<file path="src/rtl/binary_to_decimal_ascii_macros.svh">
// Assertion macros used by the converter back end (btda_back).
// Each macro takes a label, the clock, the active-low reset and the terms to check.
`ifndef BINARY_TO_DECIMAL_ASCII_MACROS_SVH
`define BINARY_TO_DECIMAL_ASCII_MACROS_SVH

`ifndef SYNTHESIS

// Same-cycle implication
`define BTDA_ASSERT_IMPLIES(label, clk, rst_n, ante, cons) \
	label: assert property (@(posedge clk) disable iff (!rst_n) (ante) |-> (cons)) \
		else $error("assertion failed");

// Next-cycle implication
`define BTDA_ASSERT_NEXT(label, clk, rst_n, ante, cons) \
	label: assert property (@(posedge clk) disable iff (!rst_n) (ante) |=> (cons)) \
		else $error("assertion failed");

`else

`define BTDA_ASSERT_IMPLIES(label, clk, rst_n, ante, cons)
`define BTDA_ASSERT_NEXT(label, clk, rst_n, ante, cons)

`endif

`endif

</file>
<file path="src/rtl/btda_pkg.sv">
`timescale 1ns / 1ps

package btda_pkg;

	// Output character width and the ASCII codes of '0' and '9'
	localparam int DIGIT_W = 6;
	localparam logic [DIGIT_W-1:0] ASCII_ZERO = 6'd48;
	localparam logic [DIGIT_W-1:0] ASCII_NINE = 6'd57;

	// Width of one BCD digit
	localparam int BCD_W = 4;

	// Control handed from the front queue to the converter
	typedef struct packed {
		logic valid;
		logic is_zero;
	} job_ctl_t;

endpackage

</file>
<file path="src/rtl/btda_front.sv">
`timescale 1ns / 1ps

// Front end: takes items, flags zero values, and queues them for the converter.
module btda_front #(
	parameter int VALUE_WIDTH = 31
) (
	input  logic                      clk,
	input  logic                      arst_n,
	input  logic                      in_valid,
	output logic                      in_ready,
	input  logic [VALUE_WIDTH-1:0]    value,
	output btda_pkg::job_ctl_t        job_ctl,
	output logic [VALUE_WIDTH-1:0]    job_value,
	input  logic                      job_ready
);

	localparam int QDEPTH = 2;
	localparam int PTR_W  = 1;
	localparam int CNT_W  = 2;

	logic [VALUE_WIDTH-1:0] val_mem_q  [QDEPTH];
	logic                   zero_mem_q [QDEPTH];
	logic [PTR_W-1:0]       wr_ptr_q;
	logic [PTR_W-1:0]       rd_ptr_q;
	logic [CNT_W-1:0]       count_q;
	logic                   push;
	logic                   pop;

	assign in_ready = (count_q != CNT_W'(QDEPTH));
	assign push     = in_valid && in_ready;
	assign pop      = job_ctl.valid && job_ready;

	// Queue storage, classified on entry
	always_ff @(posedge clk) begin
		if (push) begin
			val_mem_q[wr_ptr_q]  <= value;
			zero_mem_q[wr_ptr_q] <= (value == '0);
		end
	end

	// Pointers and fill count
	always_ff @(posedge clk or negedge arst_n) begin
		if (!arst_n) begin
			wr_ptr_q <= '0;
			rd_ptr_q <= '0;
			count_q  <= '0;
		end else begin
			if (push) begin
				wr_ptr_q <= wr_ptr_q + PTR_W'(1);
			end
			if (pop) begin
				rd_ptr_q <= rd_ptr_q + PTR_W'(1);
			end
			if (push && !pop) begin
				count_q <= count_q + CNT_W'(1);
			end else if (pop && !push) begin
				count_q <= count_q - CNT_W'(1);
			end
		end
	end

	// Head of the queue
	assign job_ctl.valid   = (count_q != '0);
	assign job_ctl.is_zero = zero_mem_q[rd_ptr_q];
	assign job_value       = val_mem_q[rd_ptr_q];

endmodule

</file>
<file path="src/rtl/btda_back.sv">
`timescale 1ns / 1ps

`include "binary_to_decimal_ascii_macros.svh"

// Back end: shift-and-add-3 conversion, one value bit per cycle, then
// digit emission most significant first with leading zeros dropped.
module btda_back #(
	parameter int VALUE_WIDTH = 31
) (
	input  logic                            clk,
	input  logic                            arst_n,
	input  btda_pkg::job_ctl_t              job_ctl,
	input  logic [VALUE_WIDTH-1:0]          job_value,
	output logic                            job_ready,
	output logic                            out_valid,
	input  logic                            out_ready,
	output logic [btda_pkg::DIGIT_W-1:0]    digit_char,
	output logic                            last
);

	// Digits needed for the widest value: floor(W * log10(2)) + 1
	localparam int NDIG  = (VALUE_WIDTH * 30103) / 100000 + 1;
	localparam int BCD_TOT = NDIG * btda_pkg::BCD_W;
	localparam int IDX_W = (NDIG > 1) ? $clog2(NDIG) : 1;
	localparam int CNT_W = $clog2(VALUE_WIDTH + 1);

	localparam logic [1:0] S_IDLE = 2'd0;
	localparam logic [1:0] S_CONV = 2'd1;
	localparam logic [1:0] S_EMIT = 2'd2;

	logic [1:0]                      state_q;
	logic [VALUE_WIDTH-1:0]          shreg_q;
	logic [BCD_TOT-1:0]              bcd_q;
	logic [BCD_TOT-1:0]              bcd_adj;
	logic [CNT_W-1:0]                bit_cnt_q;
	logic [IDX_W-1:0]                dig_idx_q;
	logic                            started_q;
	logic                            out_valid_q;
	logic [btda_pkg::DIGIT_W-1:0]    digit_q;
	logic                            last_q;
	logic [btda_pkg::BCD_W-1:0]      cur_digit;
	logic                            is_last_dig;
	logic                            slot_free;
	logic                            skip_dig;
	logic                            load_out;
	logic                            job_take;

	assign job_ready = (state_q == S_IDLE);
	assign job_take  = job_ctl.valid && job_ready;
	assign slot_free = !out_valid_q || out_ready;

	// Add 3 to every BCD digit of 5 or more before the shift
	always_comb begin
		bcd_adj = bcd_q;
		for (int i = 0; i < NDIG; i++) begin
			if (bcd_q[i*btda_pkg::BCD_W +: btda_pkg::BCD_W] >= 4'd5) begin
				bcd_adj[i*btda_pkg::BCD_W +: btda_pkg::BCD_W] =
					bcd_q[i*btda_pkg::BCD_W +: btda_pkg::BCD_W] + 4'd3;
			end
		end
	end

	// Digit under the emit pointer
	assign cur_digit   = btda_pkg::BCD_W'(bcd_q >> {dig_idx_q, 2'b00});
	assign is_last_dig = (dig_idx_q == '0);
	assign skip_dig    = (state_q == S_EMIT) && !started_q && !is_last_dig
		&& (cur_digit == '0);
	assign load_out    = (state_q == S_EMIT) && !skip_dig && slot_free;

	// Sequencer
	always_ff @(posedge clk or negedge arst_n) begin
		if (!arst_n) begin
			state_q   <= S_IDLE;
			bit_cnt_q <= '0;
			dig_idx_q <= '0;
			started_q <= 1'b0;
		end else begin
			unique case (state_q)
				S_IDLE: begin
					if (job_take) begin
						started_q <= 1'b0;
						if (job_ctl.is_zero) begin
							dig_idx_q <= '0;
							state_q   <= S_EMIT;
						end else begin
							bit_cnt_q <= CNT_W'(VALUE_WIDTH);
							state_q   <= S_CONV;
						end
					end
				end
				S_CONV: begin
					bit_cnt_q <= bit_cnt_q - CNT_W'(1);
					if (bit_cnt_q == CNT_W'(1)) begin
						dig_idx_q <= IDX_W'(NDIG - 1);
						state_q   <= S_EMIT;
					end
				end
				S_EMIT: begin
					if (skip_dig) begin
						dig_idx_q <= dig_idx_q - IDX_W'(1);
					end else if (load_out) begin
						started_q <= 1'b1;
						if (is_last_dig) begin
							state_q <= S_IDLE;
						end else begin
							dig_idx_q <= dig_idx_q - IDX_W'(1);
						end
					end
				end
				default: begin
					state_q <= S_IDLE;
				end
			endcase
		end
	end

	// Conversion datapath
	always_ff @(posedge clk) begin
		if (job_take) begin
			shreg_q <= job_value;
			bcd_q   <= '0;
		end else if (state_q == S_CONV) begin
			shreg_q <= {shreg_q[VALUE_WIDTH-2:0], 1'b0};
			bcd_q   <= {bcd_adj[BCD_TOT-2:0], shreg_q[VALUE_WIDTH-1]};
		end
	end

	// Output register
	always_ff @(posedge clk or negedge arst_n) begin
		if (!arst_n) begin
			out_valid_q <= 1'b0;
		end else if (load_out) begin
			out_valid_q <= 1'b1;
		end else if (out_ready) begin
			out_valid_q <= 1'b0;
		end
	end

	always_ff @(posedge clk) begin
		if (load_out) begin
			digit_q <= btda_pkg::ASCII_ZERO + btda_pkg::DIGIT_W'(cur_digit);
			last_q  <= is_last_dig;
		end
	end

	assign out_valid  = out_valid_q;
	assign digit_char = digit_q;
	assign last       = last_q;

	`BTDA_ASSERT_NEXT(a_take_leaves_idle, clk, arst_n, job_take, state_q != S_IDLE)
	`BTDA_ASSERT_IMPLIES(a_conv_count_live, clk, arst_n, state_q == S_CONV, bit_cnt_q != '0)
	`BTDA_ASSERT_IMPLIES(a_no_lead_zero, clk, arst_n, load_out && !started_q, (cur_digit != '0) || is_last_dig)
	`BTDA_ASSERT_IMPLIES(a_digit_range, clk, arst_n, out_valid_q, (digit_q >= btda_pkg::ASCII_ZERO) && (digit_q <= btda_pkg::ASCII_NINE))

endmodule

</file>
<file path="src/rtl/binary_to_decimal_ascii.sv">
// Flow: an accepted nonzero value is shifted in over all VALUE_WIDTH bits, then its digit positions
// (10 at the default width) are emitted most significant first, with leading zero positions skipped
// (up to 9 at the default width); zero skips the shifting and goes straight to emitting '0'. The
// converter holds one item until its last digit is loaded into the output register, output stalls
// included; a two-entry queue keeps taking items while the converter is busy, until it is full.
// Reset (arst_n low, asynchronous) empties the queue, idles the converter, drops out_valid.
`timescale 1ns / 1ps

module binary_to_decimal_ascii #(
	parameter int VALUE_WIDTH = 31
) (
	input  logic                            clk,
	input  logic                            arst_n,
	input  logic                            in_valid,
	output logic                            in_ready,
	input  logic [VALUE_WIDTH-1:0]          value,
	output logic                            out_valid,
	input  logic                            out_ready,
	output logic [btda_pkg::DIGIT_W-1:0]    digit_char,
	output logic                            last
);

	btda_pkg::job_ctl_t     job_ctl;
	logic [VALUE_WIDTH-1:0] job_value;
	logic                   job_ready;

	// Accept and queue
	btda_front #(
		.VALUE_WIDTH(VALUE_WIDTH)
	) u_front (
		.clk       (clk),
		.arst_n    (arst_n),
		.in_valid  (in_valid),
		.in_ready  (in_ready),
		.value     (value),
		.job_ctl   (job_ctl),
		.job_value (job_value),
		.job_ready (job_ready)
	);

	// Convert and emit
	btda_back #(
		.VALUE_WIDTH(VALUE_WIDTH)
	) u_back (
		.clk        (clk),
		.arst_n     (arst_n),
		.job_ctl    (job_ctl),
		.job_value  (job_value),
		.job_ready  (job_ready),
		.out_valid  (out_valid),
		.out_ready  (out_ready),
		.digit_char (digit_char),
		.last       (last)
	);

endmodule

</file>
<file path="config.mk">
export PLATFORM = sky130hd
export DESIGN_NAME = binary_to_decimal_ascii
export DESIGN_NICKNAME = d
export VERILOG_FILES = /design/src/rtl/btda_pkg.sv /design/src/rtl/btda_front.sv /design/src/rtl/btda_back.sv /design/src/rtl/binary_to_decimal_ascii.sv
export VERILOG_INCLUDE_DIRS = /design/src /design/src/rtl
export SDC_FILE = /design/constraint.sdc
export NUM_CORES = 1
export LEC_CHECK = 0
export ABC_AREA = 1
export BUFFER_PORTS_ARGS = -buffer_cell sky130_fd_sc_hd__buf_4
export CAP_MARGIN = 20
export CORE_MARGIN = 5
export CORE_UTILIZATION = 30
export CTS_CLUSTER_SIZE = 12
export DETAILED_ROUTE_END_ITERATION = 10
export GPL_TIMING_DRIVEN = 0
export SETUP_SLACK_MARGIN = 0.2
export SLEW_MARGIN = 10
export SYNTH_ARGS = -nofsm -noshare
export SYNTH_HDL_FRONTEND = slang
export SYNTH_SLANG_ARGS = --single-unit
</file>
<file path="constraint.sdc">
create_clock -name clk -period 3.8 [get_ports clk]
set_clock_uncertainty 0.15 [all_clocks]
set_input_delay 0.19 -clock clk [delete_from_list [all_inputs] [get_ports clk]]
set_output_delay 0.19 -clock clk [all_outputs]
set_load 0.05 [all_outputs]
</file>
==> flow_summary.toml, run 1 <==
[critical_path]
cp-startpoint = "u_back.state_q[1]$_DFFE_PN0P_"
worstPathArrival_ns = 2.76
crit_fanout = 10
regToRegStartpoint = "u_back.state_q[1]$_DFFE_PN0P_"
endpoint_kind = "register"
critPathMaxStageDelay_ns = 0.47
cp_data_required_time_ns = 3.97
path_delay_family = "buffers and inverters"
cp_num_buf_inv = 5
critPathSlowestCell = "clkbuf_1"
critPathLaunchType = "register"
cpMostUsedCell = "buf_2"
critPathKind = "register to register"
crit_chain = "inv_1 -> ha_1 -> clkbuf_1 -> inv_2 -> nor2_1 -> buf_2 -> buf_2 -> nand3_1 -> o31ai_1"

[detailed_routing]
drt_iter0_markers = 315
drt-pass1-iter-count = 6
viasPerCell = 4.70
num_vias = 5607
wl_per_cell_um = 13.8
wl_um = 16500
remaining_drc_errors = 0
antenna_left = 0

[cells_and_area]
layout_commonest_cell = "nand2_1"
drive_gt1_share_pct = 14.3
fin_area_um2 = 9040
multi_input_area_um2 = 2610
final_core_util_pct = 37.4
fin_cells = 1194
ff_latch_area_um2 = 4230
diodes = 0
num-fill-cells = 2404
syn_to_final_growth_pct = 23.7
layout_common_cells = "nand2_1, edfxtp_1, inv_1"
final_nets = 920

[place]
gp_congestion = 0.843
post_dp_cell_area_um2 = 8110
dp.cells = 1129
numPortBuffers = 41
hpwlAfterDp_um = 11300

[cts]
clkTransAtPathRegs_ns = 0.07
clock_sinks = 157
post_cts_buffers = 0
worstSkewPairLatency_ns = 0.43
cts_resized = 0
cts_max_level = 4
cts_tree = "built"
root_buffer = "clkbuf_16"
cts_max_path_buffers = 2
numCtsBuffers = 17
ctsHoldBuffers = 33

[sta]
fmax_mhz = 386
rsz0062_at_grt = "false"
setup_viol_count_final = 0
fin_crit_ns = 2.59
setup_tns_ns = 0
slew_viol_final = 0
hold_violations = 0
worst_slew_pin_slew_ns = 0.647
maxSlewHeadroom_pct = 56.9
finalCritPeriodShare_pct = 68.2

[global_route]
grt_pass1_vias = 5572
grt_usage_pct = 12.2
grt_util_met2_pct = 20.6
grt-ovfl-total = 0
grt_max_degree = 26
met3_usage_pct = 2.52
grt_first_pass_wirelength_um = 27700
use_met1_pct = 16.0
antenna_found_initial = 0
grt_busiest_layer = "met2"

[pwr]
power_density_nw_per_um2 = 753
peakVddDrop_mv = 0.394
p_leak_nw = 3.68

[floorplanning]
fp.dieArea_um2 = 27600
chipWidth_um = 166
ios = 44
core_um2 = 24200
num_rows = 57
die_h_um = 166
start_util_pct = 30.2

[logic_synthesis]
synth-edff-count = 100
yosysUniqueCellTypes = 38
ys_seq_elements = 157
synth_warnings = 0
async_reset_ff_share_pct = 10.8
ys_seq_area_share_pct = 57.8
avgSynthCellArea_um2 = 9.62
synth_ff_type = "edfxtp_1"
synth_cells = 760
netlist_area_um2 = 7310

[min_path]
hold_path.class = "primary input to async pin"

[job]
maxCapViolations = 0

[status]
status = "finished clean"
## metal layers
layer,wire (µm),share of wire (%)
met4,180,1.1
met1,7790,47
met2,7860,48
met3,632,3.8
met5,0,0
## synth_stat cells (2+ instances only)
cell type	instances	area, µm²
a21oi_1	28	140
a31oi_1	33	206
buf_1	5	18.8
buf_2	8	40.0
buf_4	6	45.0
clkbuf_1	13	48.8
dfrtp_1	17	425
dfxtp_1	40	801
edfxtp_1	100	3000
ha_1	28	350
inv_1	74	278
inv_2	11	41.3
inv_4	2	12.5
nand2_1	163	612
nand2_2	3	18.8
nand3_1	35	175
nand3_2	2	20.0
nand4_1	3	18.8
nor2_1	60	225
nor4_1	8	50.1
o211ai_1	3	22.5
o21ai_0	42	210
o21ai_1	9	45.0
o22ai_1	22	138
o31ai_1	7	52.6
o32ai_1	7	61.3
or2_2	10	62.6
xor2_1	11	96.3
## path summary, 6_finish.rpt
kind / slack [ns] / depth (start not counted) / to
max: 1.21 / 9 / u_back.bcd_q[15]$_SDFFE_PP0P_
min: 0.02 / 2 / u_front.count_q[0]$_DFFE_PN0P_
max reg2reg: 1.21 / 9 / u_back.bcd_q[15]$_SDFFE_PP0P_
min reg2reg: 0.31 / 2 / u_back.bcd_q[0]$_SDFFE_PP0P_
max in group asynchronous: 3.29 / 2 / u_back.bit_cnt_q[0]$_DFFE_PN0P_
min in group clk: 0.10 / 5 / u_front.wr_ptr_q$_DFFE_PN0P_
## where the power goes
group	switching (W)	internal [W]	total (W)
clock	0.000785	0.000940	0.00173
sequential	0.000150	0.00245	0.00260
combinational	0.00170	0.000788	0.00249
total	0.00263	0.00418	0.00681
## stage by stage
step / hold WS [ns] / worst slack (ns) / power, W
final: 0.0178 / 1.21 / 0.00681
after global routing: 0.0453 / 1.06 / 0.00728
after CTS: 0.0162 / 1.30 / 0.00689
after detailed placement: -0.0770 / 1.31 / 0.00513
after global placement: -0.0771 / 0.230 / 0.00502
after floorplan: -0.256 / 0.899 / 0.00433
## flip-flops by register name, indices dropped and copies added (netlist names), 2 cells and up
name,count
u_back.state_q,2
u_back.shreg_q,31
u_back.bcd_q,40
u_back.bit_cnt_q,5
u_back.dig_idx_q,4
u_back.digit_char,4
u_front.val_mem_q,62
u_front.zero_mem_q,2
u_front.count_q,2
## layout make-up
cell class | count | area share [%]
Sequential cell | 157 | 46.8
Multi-Input combinational cell | 484 | 28.8
Timing Repair Buffer | 77 | 7.80
Clock buffer | 17 | 4.70
Tap cell | 324 | 4.48
Inverter | 87 | 3.67
Clock inverter | 15 | 1.92
Buffer | 33 | 1.83
## cells by family after synthesis
group | synth area share, %
and+or+nand+nor | 16.4
DFF | 57.8
AOI/OAI and AO/OA | 12.7
buffers and inverters | 6.78
adders and majority gates | 4.79
xor gates and xnor gates | 1.44
other | 0.0513
## worst reg2reg max path: stages (launching register included)
cell and delay [ns]:
dfrtp_1 0.41, inv_1 0.09, ha_1 0.14, clkbuf_1 0.47, inv_2 0.20, nor2_1 0.20, buf_2 0.27, buf_2 0.32
nand3_1 0.14, o31ai_1 0.10
No activity file was read; power rests on OpenSTA's default activity.
==> inputs of run 2 (changes only) <==
clock period = 2.47 ns   (was 3.8 ns; I/O delays follow)
==> run 2 against run 1 <==
Net effect:
- critical path depth down 2
- sequential power grew 54%
- flip-flop and latch count stayed put
- wire length is 2.1% higher
- final area is 0.73% higher
- utilization is 0.27 points higher
- non-clock buffer count is 2 higher
- highest routed layer unchanged
- largest cell class unchanged
- worst hold slack gained 0.050 ns
- count of clock-buffer cells in the layout unchanged
- critical endpoint is now u_back.shreg_q[25]$_DFFE_PP_
==> flow_summary.toml, run 2 (same netlist as run 1, synthesis figures left out) <==
[detailed_routing]
viasPerCell = 4.69
wl_um = 16800
remaining_drc_errors = 0
drt-pass1-iter-count = 5
drt_iter0_markers = 375
num_vias = 5605
antenna_left = 0
wl_per_cell_um = 14.1

[floorplanning]
die_h_um = 166
chipWidth_um = 166
fp.dieArea_um2 = 27600
core_um2 = 24200
start_util_pct = 30.2
num_rows = 57
ios = 44

[cts]
clkTransAtPathRegs_ns = 0.07
numCtsBuffers = 17
cts_max_path_buffers = 2
worstSkewPairLatency_ns = 0.43
cts_tree = "built"
cts_max_level = 4
root_buffer = "clkbuf_16"
clock_sinks = 157

[place]
gp_congestion = 0.866
hpwlAfterDp_um = 11200
pre_cts_slack_ns = -0.201
numPortBuffers = 41

[cells_and_area]
final_nets = 922
largest_reg_flops = 62
layout_commonest_cell = "nand2_1"
layout_common_cells = "nand2_1, edfxtp_1, inv_1"
syn_to_final_growth_pct = 24.6
largest_register = "u_front.val_mem_q"
reg.largest.list = "u_front.val_mem_q (62), u_back.bcd_q (40), u_back.shreg_q (31)"
drive_gt1_share_pct = 16.1
diodes = 0

[sta]
fmax_mhz = 469
hold_violations = 0
fin_crit_ns = 2.13
worst_slew_pin_slew_ns = 0.839
slew_viol_final = 0
setup_tns_ns = 0
whs_ns = 0.0680
maxSlewHeadroom_pct = 43.9
rsz0062_at_grt = "true"
setup_ws_ns = 0.338
finalCritPeriodShare_pct = 86.3
setup_viol_count_final = 0

[critical_path]
endpoint_kind = "register"
crit_fanout = 40
cp_data_required_time_ns = 2.38
critPathLaunchType = "register"
worstPathArrival_ns = 2.04
critPathKind = "register to register"

[global_route]
grt_pass1_vias = 5430
grt_first_pass_wirelength_um = 27500
antenna_found_initial = 0
grt_max_degree = 41
grt_usage_pct = 12.2
grt-ovfl-total = 0

[status]
status = "finished clean"

[min_path]
hold_path.class = "primary input to register"

[pwr]
peakVddDrop_mv = 0.497
power_density_nw_per_um2 = 1160
p_leak_nw = 3.71

[job]
maxCapViolations = 0
-- run 2: changes by cell type in the layout (fill, tap and decap cells not counted), sizes merged --
cell,previous run,this run
clkbuf,30,32
dlygate4sd3,33,34
buf,64,63
-- run 2: repair_timing --
| item | in CTS | in global routing |
|---|---|---|
| setup buffers | 0 | 2 |
| resized for setup | 9 | 18 |
| pin swaps | 0 | 2 |
| endpoints found under the hold margin | 82 | 0 |
| setup endpoints to repair | 98 | 107 |
| hold buffers | 34 | 0 |
-- run 2: power by group --
part           total (W)  leakage [nW]  switching [W]  internal (W)
combinational    0.00393          1.96        0.00268       0.00126
sequential       0.00401          1.46       0.000233       0.00377
clock            0.00267         0.298        0.00122       0.00145
total             0.0106          3.71        0.00413       0.00648
-- run 2: final timing paths --
check / start / to / slack [ns] / depth (start not counted)
setup / recovery: u_back.state_q[0]$_DFFE_PN0P_ / u_back.shreg_q[25]$_DFFE_PP_ / 0.34 / 7
hold / removal: in_valid / u_front.wr_ptr_q$_DFFE_PN0P_ / 0.07 / 5
setup reg to reg: u_back.state_q[0]$_DFFE_PN0P_ / u_back.shreg_q[25]$_DFFE_PP_ / 0.34 / 7
hold reg to reg: u_back.shreg_q[30]$_DFFE_PP_ / u_back.bcd_q[0]$_SDFFE_PP0P_ / 0.32 / 2
max in group asynchronous: arst_n / u_back.dig_idx_q[0]$_DFFE_PN0P_ / 0.88 / 3
min in group asynchronous: arst_n / u_back.dig_idx_q[3]$_DFFE_PN0P_ / 0.72 / 3
-- run 2: critical path: stages (launching register included) --
cell     delay (ns)
dfrtp_1        0.42
inv_1          0.10
ha_2           0.24
nand2_1        0.10
inv_2          0.13
nor2_1         0.08
inv_2          0.07
buf_4          0.45
-- run 2: area by class of cell --
cell class,count,area [µm²]
Clock buffer,17,425
Multi-Input combinational cell,484,2640
Inverter,87,332
Buffer,33,190
Sequential cell,157,4230
Tap cell,324,405
Timing Repair Buffer,79,711
Clock inverter,15,173
Fill cell,2349,15100
-- run 2: routing by layer --
metal	share of wire [%]	vias to the layer above	GRT usage [%]	wire length (µm)
li1	-	2810	-	-
met2	47	102	19.7	7970
met4	1.4	0	3.37	228
met3	3.4	21	2.67	578
met5	0	-	0	0
met1	48	2672	16.5	8030
-- run 2: per-stage QoR --
stage | utilization [%] | total power (W) | std cells | instance area (µm²)
2_1_floorplan | - | 0.00665 | 761 | 7320
3_3_place_gp | 33.2 | 0.00772 | 1126 | 8040
3_5_place_dp | 33.5 | 0.00785 | 1128 | 8090
4_1_cts | 37.4 | 0.0106 | 1194 | 9050
5_1_grt | 37.7 | 0.0113 | 1196 | 9110
6_report | 37.7 | 0.0106 | 1196 | 9110
==> inputs of run 3 (changes only) <==
clock period = 2.16 ns   (was 2.47 ns; I/O delays follow)
==> run 3 against run 2 <==
Net effect:
- cell count increased by 1.5%
- sequential power increased by 14%
- first-iteration DRC count increased by 1.6%
- critical endpoint is now u_front.val_mem_q[0][1]$_DFFE_PP_
==> flow_summary.toml, run 3 (same netlist as run 1, synthesis figures left out) <==
[sta]
rsz0062_at_grt = "true"
maxSlewHeadroom_pct = 30.2
slew_viol_final = 0
setup_tns_ns = 0
setup_viol_count_final = 0
worst_slew_pin_slew_ns = 1.04
setup_ws_ns = 0.135
fin_crit_ns = 2.03
hold_violations = 0
finalCritPeriodShare_pct = 93.8
fmax_mhz = 494

[critical_path]
critPathKind = "register to register"
critPathLaunchType = "register"
critPathMaxStageDelay_ns = 0.82
path_delay_family = "simple AND/OR/NAND/NOR gates"
crit_fanout = 32
cp_data_required_time_ns = 2.06
endpoint_kind = "register"
critPathSlowestCell = "nor2_4"
cp_num_buf_inv = 1
worstPathArrival_ns = 1.92
crit_chain = "inv_2 -> nand2_2 -> nand2_1 -> nor2_4"

[cts]
root_buffer = "clkbuf_16"
clock_sinks = 157
numCtsBuffers = 17
clkTransAtPathRegs_ns = 0.07
cts_max_path_buffers = 2
cts_max_level = 4
worstSkewPairLatency_ns = 0.43
cts_tree = "built"

[detailed_routing]
antenna_left = 0
remaining_drc_errors = 0
drt-pass1-iter-count = 6
viasPerCell = 4.70
drt_iter0_markers = 381
wl_um = 16900
num_vias = 5708
wl_per_cell_um = 13.9

[place]
post_dp_cell_area_um2 = 8050
hpwlAfterDp_um = 11100
dp.cells = 1126
numPortBuffers = 41
gp_congestion = 0.849
pre_cts_slack_ns = -0.316

[global_route]
grt_usage_pct = 12.1
grt_first_pass_wirelength_um = 27200
grt_pass1_vias = 5565
grt_max_degree = 41
antenna_found_initial = 0
grt-ovfl-total = 0

[cells_and_area]
final_nets = 940
diodes = 0
num-fill-cells = 2327
reg.largest.list = "u_front.val_mem_q (62), u_back.bcd_q (40), u_back.shreg_q (31)"
fin_cells = 1214
syn_to_final_growth_pct = 29.9
largest_register = "u_front.val_mem_q"
layout_common_cells = "nand2_1, edfxtp_1, buf_4"
largest_reg_flops = 62
layout_commonest_cell = "nand2_1"
drive_gt1_share_pct = 23.1
fin_area_um2 = 9500

[floorplanning]
core_um2 = 24200
fp.dieArea_um2 = 27600
start_util_pct = 30.2
chipWidth_um = 166
ios = 44
die_h_um = 166
num_rows = 57

[pwr]
finalPower_w = 0.0128
peakVddDrop_mv = 0.791
power_density_nw_per_um2 = 1350
seqPwrFrac_pct = 35.8
swShare_pct = 38.6
p_clk_share_pct = 24.1
p_sw_w = 0.00495
p_comb_share_pct = 40.1
cellInternalPower_w = 0.00788
p_leak_nw = 3.87

[min_path]
hold_path.class = "primary input to register"

[job]
maxCapViolations = 0

[status]
status = "finished clean"
-- run 3: timing repair --
item / CTS / global route
resized for setup: 56 / 52
pin swaps: 13 / 23
hold buffers: 34 / 0
cloned: 2 / 0
buffers inserted: 9 / 11
endpoints found under the setup margin: 184 / 117
endpoints found under the hold margin: 86 / 0
-- run 3: worst min-delay path, cell delays in order --
cell	delay, ns
buf_4	0.08
nand2_1	0.14
inv_1	0.12
nor2_1	0.04
nor2_1	0.08
-- run 3: layout make-up --
class / instances / area, µm² / area share [%]
Buffer: 33 / 280 / 2.95
Tap cell: 324 / 405 / 4.27
Clock inverter: 15 / 191 / 2.02
Multi-Input combinational cell: 484 / 2800 / 29.5
Clock buffer: 17 / 425 / 4.48
Inverter: 87 / 349 / 3.67
Timing Repair Buffer: 97 / 817 / 8.60
Sequential cell: 157 / 4230 / 44.5
-- run 3: per-layer routing --
layer | wire [µm] | GRT usage [%] | up-vias
met5 | 0 | 0 | -
met4 | 253 | 3.73 | 0
met3 | 804 | 2.71 | 23
met2 | 7970 | 20.2 | 137
met1 | 7900 | 15.7 | 2708
li1 | - | - | 2840
-- run 3: path summary, 6_finish.rpt --
| check | start | to | slack (ns) | cells after the start |
|---|---|---|---|---|
| worst min register to register | u_back.shreg_q[30]$_DFFE_PP_ | u_back.bcd_q[0]$_SDFFE_PP0P_ | 0.31 | 2 |
| worst max register to register | u_front.count_q[0]$_DFFE_PN0P_ | u_front.val_mem_q[0][1]$_DFFE_PP_ | 0.13 | 4 |
| max in group asynchronous | arst_n | u_back.dig_idx_q[0]$_DFFE_PN0P_ | 0.56 | 3 |
| min in group asynchronous | arst_n | u_back.state_q[0]$_DFFE_PN0P_ | 0.72 | 3 |
| worst min-delay path | in_valid | u_front.wr_ptr_q$_DFFE_PN0P_ | 0.03 | 5 |
| worst max-delay path | u_front.count_q[0]$_DFFE_PN0P_ | u_front.val_mem_q[0][1]$_DFFE_PP_ | 0.13 | 4 |
-- run 3: power groups by stage --
stage | Clock [W] | Combinational, W | Sequential (W)
final | 0.00309 | 0.00514 | 0.00459
after global routing | 0.00326 | 0.00569 | 0.00467
after CTS | 0.00314 | 0.00480 | 0.00459
after detailed placement | 0 | 0.00425 | 0.00466
after global placement | 0 | 0.00420 | 0.00464
after floorplan | 0 | 0.00289 | 0.00473
-- run 3: per-stage QoR --
step	utilization [%]	hold slack, ns
after CTS	38.3	0.0302
after floorplan	-	-0.338
after global placement	33.3	-0.158
after detailed placement	33.3	-0.158
final	39.3	0.0308
after global routing	39.3	0.0803
